--- src/ebd_hist.sv ---
// ring history memory of block energies, one write and one registered read port
module ebd_hist #(
    parameter int DEPTH = 43,
    parameter int W     = 48
) (
    input  logic                     i_clk,
    input  logic                     i_we,
    input  logic [$clog2(DEPTH)-1:0] i_waddr,
    input  logic [W-1:0]             i_wdata,
    input  logic                     i_re,
    input  logic [$clog2(DEPTH)-1:0] i_raddr,
    output logic [W-1:0]             o_rdata
);

    logic [W-1:0] r_mem [DEPTH];
    logic [W-1:0] r_q;

    always_ff @(posedge i_clk) begin
        if (i_we) begin
            r_mem[i_waddr] <= i_wdata;
        end
    end

    always_ff @(posedge i_clk) begin
        if (i_re) begin
            r_q <= r_mem[i_raddr];
        end
    end

    assign o_rdata = r_q;

endmodule

--- config.mk ---
export PLATFORM = sky130hd
export DESIGN_NAME = ebd_hist
export DESIGN_NICKNAME = d
export VERILOG_FILES = /design/src/ebd_hist.sv
export SDC_FILE = /design/constraint.sdc
export NUM_CORES = 2
export LEC_CHECK = 0
export BUFFER_PORTS_ARGS = -buffer_cell sky130_fd_sc_hd__buf_2
export CORE_ASPECT_RATIO = 1.4
export CORE_MARGIN = 1.5
export CORE_UTILIZATION = 55
export CTS_CLUSTER_SIZE = 12
export DETAILED_ROUTE_END_ITERATION = 12
export GPL_ROUTABILITY_DRIVEN = 0
export HOLD_SLACK_MARGIN = 0.02
export PLACE_DENSITY_LB_ADDON = 0.15
export SLEW_MARGIN = 20
export SYNTH_ARGS = -nofsm -noshare
export SYNTH_HDL_FRONTEND = slang
export SYNTH_SLANG_ARGS = --single-unit
--- constraint.sdc ---
create_clock -name i_clk -period 9 [get_ports i_clk]
set_input_delay 0.45 -clock i_clk [delete_from_list [all_inputs] [get_ports i_clk]]
set_output_delay 0.45 -clock i_clk [all_outputs]
set_load 0.03 [all_outputs]
==> results.ini <==
[global_routing]
grt_pass1_wl_um=281000
grt_max_degree=145
antenna_found_initial=10
grt_overflow=0
grt_pass1_vias=38400
grt_usage_pct=27.3

[detailed_routing]
routed.top_layer=met5
wl_met3_um=14000
drtPass1Iterations=5
wl_um=199000
drc_errors=0
vias=37300
first_iter_violations=4625
routedWlPerCell_um=35.7
ant_nets=0
route.met2.wl_um=104000
drt-met1-wl_um=75200
vias_per_cell=6.68

[setup_path]
crit_type=input port to register
reg2reg_slack_ns=7.12
worstReg2RegEnd=o_rdata[32]
cp.arrival_ns=3.32
slowest_stage=buf_4
cp_max_fo=93
start_kind=input port
worstPathRequired_ns=9.56
worstSetupEndpointType=register
cpLargestDelayFamily=buffers and inverters
cp_slowest_stage_delay_ns=0.92
path_buf_inv=2
r2r_cells=3
path_cells=buf_8, buf_4, mux4_2, mux4_2, nand2_1, nand3_1
reg2reg_from=r_mem[14][32]
crit_top_cell=mux4_2

[synthesis]
synth_top_area_share_pct=79.0
syn-cell-area_um2=80300
synthCells=3399
synth_edf_count=2112
ys_warn_count=0
synth_top_cell_by_area=edfxtp_1
synthTopCellsByArea=edfxtp_1, mux4_2, mux2i_1
postSynth.asyncResetShare_pct=0
ys_seq_area_share_pct=79.0
synth.distinct_cells=30
syn_nets=3462
ys_ff_latch=2112
syn_area_per_cell_um2=23.6
synth_ff_type=edfxtp_1

[cts]
htree_num_levels=4
cts_sinks=2112
cts_buffers=198
clk_latency_ns=0.82
root_buffer=clkbuf_16
cts.clk_slew.worst_paths_ns=0.06
cts-resized-gates=0
cts_tree=built
clock_tree.buffer_depth=3
postCtsHoldBufs=0
post-cts-setup-buffers=0

[final_layout]
drive_above_1_share_pct=27.9
syn_to_final_growth_pct=10.6
final_net_count=3663

[hold_path]
holdCritPathClass=input port to register
hold_end=o_rdata[21]
hold_depth=1
min_from=i_re

[sta]
grt_setup_unrepaired=false
worst_hold_slack_ns=0.156
worstMarginPinSlew_ns=1.17
period_needed_ns=2.77
max_freq_mhz=362
setup-violations-final=0
setup-tns-final_ns=0
hold_viol=0
finalMaxSlewViolations=0
fin_crit_sh_pct=30.7
slew_headroom_pct=22.0
clock_skew_ns=0.0185

[die]
dieArea_um2=148000
die_width_um=326
start_util_pct=55.5
boundaryPins=111
num_rows=165
die_y_um=455
coreArea_um2=145000

[pwr]
power.density_nw_per_um2=216
p_leak_nw=27.6
power.total_mw=19.2
ir_drop_v=0.000151

[run_status]
status=finished clean

[placed_design]
dp_hpwl_um=99200
io_buffers=110

[run]
maxCapViolCount=0

-- sequential cells by signal (all words and copies together), names as in the netlist --
signal / count
r_mem: 2064
o_rdata: 48
-- layout by cell type, fill, tap and decap left out, types with 12 or more instances in the layout --
cell type,instances
buf_4,68
edfxtp_1,2112
o211ai_1,91
nand3_1,55
mux2_2,48
mux2i_1,136
a22oi_1,12
clkbuf_16,205
clkbuf_1,30
buf_2,104
nor2_4,39
nand2_1,101
mux4_2,524
o22a_1,43
-- worst reg2reg max path: stages (launching register included) --
cell      delay (ns)
edfxtp_1        0.39
mux4_2          0.46
mux4_2          0.48
a211o_1         0.30
-- cell type report --
| cell class | instances | area (um^2) |
|---|---|---|
| Antenna cell | 4 | 10.0 |
| Clock buffer | 235 | 5240 |
| Clock inverter | 21 | 150 |
| Fill cell | 9728 | 55900 |
| Multi-Input combinational cell | 1101 | 16300 |
| Sequential cell | 2112 | 63400 |
| Tap cell | 1920 | 2400 |
| Timing Repair Buffer | 187 | 1330 |
-- through the flow --
step	cell area, um^2	utilization, %	setup WS, ns	cells
after floorplan	80300	-	4.26	3399
after global placement	83400	57.6	5.40	5317
after detailed placement	83500	57.7	5.38	5320
after CTS	88800	61.4	6.25	5576
after global routing	88900	61.4	6.09	5580
final	88900	61.4	6.23	5580
-- where the power goes --
group / internal (mW) / switching (mW)
clock network: 4.04 / 3.34
logic: 0.349 / 0.544
registers: 10.9 / 0.0331
total: 15.3 / 3.92
-- worst max-delay path by stage --
stage / start / end / slack (ns) / depth (start not counted)
final: i_raddr[1] / o_rdata[37] / 6.23 / 6
after floorplan: i_we / r_mem[16][0] / 4.26 / 5
after CTS: i_raddr[0] / o_rdata[32] / 6.25 / 5
after global placement: i_raddr[0] / o_rdata[32] / 5.40 / 5
after global routing: i_raddr[0] / o_rdata[32] / 6.09 / 5
after detailed placement: i_raddr[0] / o_rdata[32] / 5.38 / 5
-- kinds of logic (layout without fill, tap and decap cells) --
| logic type | Yosys count | count (layout) | share of synthesized area, % |
|---|---|---|---|
| compound gates | 161 | 161 | 1.56 |
| buf+inv | 186 | 443 | 1.14 |
| flops | 2112 | 2112 | 79.0 |
| mux | 708 | 708 | 17.1 |
| other cells | 0 | 4 | 0 |
| simple gates | 232 | 232 | 1.25 |
-- cell usage after synthesis, types with 2 or more instances --
cell type	number
buf_2	49
nand3_1	55
nor2b_1	9
edfxtp_1	2112
buf_6	9
buf_1	14
nand4_1	3
o21ai_1	2
mux2_2	48
clkbuf_1	90
o22a_1	43
o211ai_1	91
buf_4	24
nor2_1	47
nand2_1	102
a221o_1	4
or3_1	2
nor3_1	4
mux2i_1	136
a22oi_1	12
mux4_2	524
o21ai_0	2
a21oi_1	4
nand2b_1	7
-- layer usage --
layer / GRT usage (%) / vias up
met3: 4.02 / 330
met1: 36.2 / 20300
met5: 0 / -
met4: 8.36 / 4
met2: 47.3 / 1761
li1: - / 14800
(Power assumes the default switching activity.)
