File: src/ebd_pkg.sv
// shared types and constants of the energy beat detector
package ebd_pkg;

    localparam int SMP_W    = 16;
    localparam int E_W      = 48;
    localparam int P_W      = 17;
    localparam int SENS_W   = 12;
    localparam int DIG_W    = 24;
    localparam int SH_W     = 3;
    localparam int E2_DIG   = 4;
    localparam int CFG_IDX_W = 1;

    localparam logic [P_W-1:0] P_ONE = 17'd65536;

    localparam logic [CFG_IDX_W-1:0] CFG_SENS  = 1'b0;
    localparam logic [CFG_IDX_W-1:0] CFG_DECAY = 1'b1;

    // one operation of the shared multiply-accumulate unit
    typedef struct packed {
        logic             vld;
        logic             clr;
        logic [DIG_W-1:0] a;
        logic [DIG_W-1:0] b;
        logic [SH_W-1:0]  sh;
    } t_mac_op;

endpackage

File: src/ebd_mac.sv
// shared 24x24 multiplier with registered product and shifted wide accumulator
module ebd_mac import ebd_pkg::*; #(
    parameter int AW = 130
) (
    input  logic          i_clk,
    input  logic          i_rst_n,
    input  t_mac_op       i_op,
    output logic [AW-1:0] o_acc
);

    logic [2*DIG_W-1:0] r_p;
    logic [SH_W-1:0]    r_sh;
    logic               r_v;
    logic               r_clr;
    logic [AW-1:0]      r_acc;
    logic [AW-1:0]      w_add;

    always_ff @(posedge i_clk) begin
        if (!i_rst_n) begin
            r_v <= 1'b0;
        end else begin
            r_v <= i_op.vld;
        end
    end

    always_ff @(posedge i_clk) begin
        r_p   <= i_op.a * i_op.b;
        r_sh  <= i_op.sh;
        r_clr <= i_op.clr;
    end

    // partial product placed at its digit position
    assign w_add = AW'(r_p) << (DIG_W * r_sh);

    always_ff @(posedge i_clk) begin
        if (r_v) begin
            r_acc <= (r_clr ? '0 : r_acc) + w_add;
        end
    end

    assign o_acc = r_acc;

endmodule

File: config.mk
export PLATFORM = sky130hd
export DESIGN_NAME = ebd_mac
export DESIGN_NICKNAME = d
export VERILOG_FILES = /design/src/ebd_pkg.sv /design/src/ebd_mac.sv
export SDC_FILE = /design/constraint.sdc
export NUM_CORES = 2
export LEC_CHECK = 0
export BUFFER_PORTS_ARGS = -buffer_cell sky130_fd_sc_hd__buf_4
export CAP_MARGIN = 20
export CORE_UTILIZATION = 50
export DETAILED_ROUTE_END_ITERATION = 10
export MAX_ROUTING_LAYER = met4
export PLACE_DENSITY = 0.67
export SYNTH_ARGS = -nofsm -noshare
export SYNTH_HDL_FRONTEND = slang
export SYNTH_SLANG_ARGS = --single-unit
File: constraint.sdc
create_clock -name i_clk -period 6.6 [get_ports i_clk]
set_input_delay 0.33 -clock i_clk [delete_from_list [all_inputs] [get_ports i_clk]]
set_output_delay 0.33 -clock i_clk [all_outputs]
set_load 0.02 [all_outputs]
==> results.py <==
metrics = {
    "synthesis": {
        "netlist_instances": 4285,
        "ys_warn_count": 0,
        "seq_area_frac_synth_pct": 13.8,
        "ys_types": 88,
        "syn_area_um2": 35900,
        "synth_ff_type": "edfxtp_1",
        "avgSynthCellArea_um2": 8.38,
        "synth-edff-count": 130,
        "synth_area_leaders": "fa_1 (27%), edfxtp_1 (11%), ha_1 (11%)",
        "synth_top_cells_by_count": "inv_1 (590), nand2_1 (503), fa_1 (484)",
        "yosys.area.top_type_share_pct": 27.0,
        "syn_nets": 5130,
        "synth.most_common_cell": "inv_1",
        "async_flop_share_pct": 0,
        "yosysTopAreaCell": "fa_1",
        "synth_seq_cells": 183,
    },
    "setup_path": {
        "r2r-start": "r_sh[1]",
        "crit_required_ns": 6.95,
        "cp.buffers_inverters": 6,
        "worst_path_max_delay_cell": "fa_1",
        "cpMostUsedCell": "fa_1",
        "critPathKind": "in2reg",
        "crit_arrival_ns": 6.68,
        "reg2reg_depth": 17,
        "cpLargestDelayFamily": "adder cells",
        "reg2reg_slack_ns": 0.50,
        "cp_max_fo": 16,
        "critical_path.reg2reg.endpoint": "o_acc[77]",
        "cpPeakStageDelay_ns": 0.54,
        "start_kind": "input port",
        "end_kind": "flip-flop",
    },
    "timing": {
        "period_minus_slack_ns": 6.33,
        "fin_skew_ns": 0.0283,
        "worst_pin_slew_ns": 1.01,
        "setup_violations": 0,
        "min_period_over_period_pct": 95.9,
        "slew_headroom_pct": 32.8,
        "fmax_ghz": 0.158,
        "rsz0062_at_grt": "no",
        "slew_violations": 0,
        "hold_viol": 0,
    },
    "cells_and_area": {
        "nets": 5346,
        "postLayoutCellArea_um2": 40300,
        "area_growth_pct": 12.1,
        "drive_gt1_share_pct": 12.2,
        "fillers": 6502,
    },
    "clocking": {
        "clk_latency_ns": 0.47,
        "clock_path_buffers": 2,
        "cts_tree": "done",
        "htree_levels": 4,
        "cts_buffers": 17,
        "clockRootBuffer": "clkbuf_16",
        "clk_transition_reported_paths_ns": 0.08,
        "postCtsSetupBuffers": 0,
        "cts_sinks": 183,
    },
    "global_route": {
        "antenna_found_initial": 1,
        "grt_overflow": 0,
        "grt_pass1_wl_mm": 183,
        "grt_max_degree": 76,
        "grt_usage_pct": 33.3,
        "use_met1_pct": 40.3,
        "gr-usage-met2_pct": 56.9,
        "grt_pass1_vias": 32000,
        "use_met3_pct": 2.42,
        "grt-busiest-layer": "met2",
    },
    "min_path": {
        "hold_class": "in2reg",
        "holdPathEnd": "r_sh[1]",
        "min_from": "i_op[1]",
        "hold_depth": 1,
    },
    "floorplanning": {
        "die_h_um": 270,
        "ioPinCount": 185,
        "core_um2": 70500,
        "die_area_um2": 72900,
        "die_x_um": 270,
        "initial_core_util_pct": 50.9,
        "num_rows": 97,
    },
    "drt": {
        "drc": 0,
        "initialDrtViolationCount": 2596,
        "wirelength_mm": 117,
        "wl_per_cell_um": 21.5,
        "dr.pass1.iters": 6,
        "via_count": 31000,
        "routed_via_density": 5.68,
        "final_antenna_net_count": 0,
    },
    "run_status": {
        "status": "completed",
    },
    "placement": {
        "place_hpwl_mm": 100,
        "routabilityCongestion": 1.05,
        "dpl_cell_area_um2": 39500,
        "port_buffers": 184,
    },
    "flow_run": {
        "max_cap_viol_count": 0,
    },
}
==> final cells by class <==
| type | instances | area, um2 | area share (%) |
|---|---|---|---|
| Antenna cell | 2 | 5.00 | 0.0124 |
| Clock buffer | 18 | 439 | 1.09 |
| Clock inverter | 14 | 161 | 0.401 |
| Inverter | 590 | 2210 | 5.50 |
| Multi-Input combinational cell | 3280 | 28000 | 69.5 |
| Sequential cell | 183 | 4970 | 12.4 |
| Tap cell | 940 | 1180 | 2.92 |
| Timing Repair Buffer | 429 | 3320 | 8.26 |
==> state kept, by name (all words and copies together) (netlist names) <==
register,flops
o_acc,130
r_clr,1
r_p,48
r_sh,3
r_v,1
==> logic make-up (layout without fill, tap and decap cells) <==
group,Yosys count,in the layout,share of synthesized area (%)
simple gates,1466,1466,20.1
buf+inv,822,1051,8.72
compound gates,803,803,14.1
fa+ha+maj,790,790,37.6
flops,183,183,13.8
xor+xnor,172,172,4.20
mux,49,49,1.45
other cells,0,2,0
==> stage by stage <==
| step | worst slack [ns] | util [%] | setup TNS [ns] | hold slack [ns] | std cells |
|---|---|---|---|---|---|
| floorplan | 0.000172 | - | 0 | 0.358 | 4285 |
| CTS | 0.172 | 57.0 | 0 | 0.00396 | 5454 |
| global route | 0.0216 | 57.1 | 0 | 0.0105 | 5454 |
| detailed placement | -0.315 | 56.1 | -2.14 | 0.436 | 5419 |
| global placement | -0.270 | 56.1 | -1.42 | 0.435 | 5419 |
| finish | 0.273 | 57.1 | 0 | 0.0278 | 5456 |
==> metal layers <==
| layer | vias up | routed length (um) |
|---|---|---|
| met5 | - | 0 |
| met4 | 0 | 5800 |
| met3 | 228 | 5670 |
| met2 | 1048 | 57700 |
| met1 | 15300 | 48000 |
| li1 | 14400 | - |
==> layout by cell type (no fill, tap or decap), drive strengths merged, types with 70 or more instances in the layout <==
master and n:
inv 597, nand2 503, fa 484, buf 426, a21oi 311, ha 306
and2 294, nor2 259, o21ai 165, nor2b 143, edfxtp 130, xnor2 102
nand4 87, xor2 70
==> how the worst max path moves through the flow <==
stage / from / to / slack [ns] / cells after the start
2_1_floorplan: i_op[36] / r_p[47] / 0.0002 / 25
3_3_place_gp: i_op[6] / r_p[47] / -0.27 / 27
3_5_place_dp: i_op[37] / r_p[46] / -0.32 / 25
4_1_cts: i_op[5] / r_p[46] / 0.17 / 26
5_1_grt: i_op[3] / r_p[46] / 0.02 / 25
6_report: i_op[3] / r_p[46] / 0.27 / 25
==> worst reg2reg max path: cells and delay by family, from the launching register on <==
kind	cells	cell delay, ns
and+or+nand+nor	7	2.29
AOI/OAI and AO/OA	6	1.68
adders and majority gates	3	1.35
DFF	1	0.37
xor gates and xnor gates	1	0.17
==> what timing repair did <==
| item | CTS | global route |
|---|---|---|
| gates resized for setup | 0 | 17 |
| setup endpoints to repair | 0 | 11 |
| hold buffers | 3 | 0 |
| hold endpoints to repair | 3 | 0 |
Power is not shown: default switching activity piles up to over one toggle a cycle in this logic, so the estimate is an artifact.
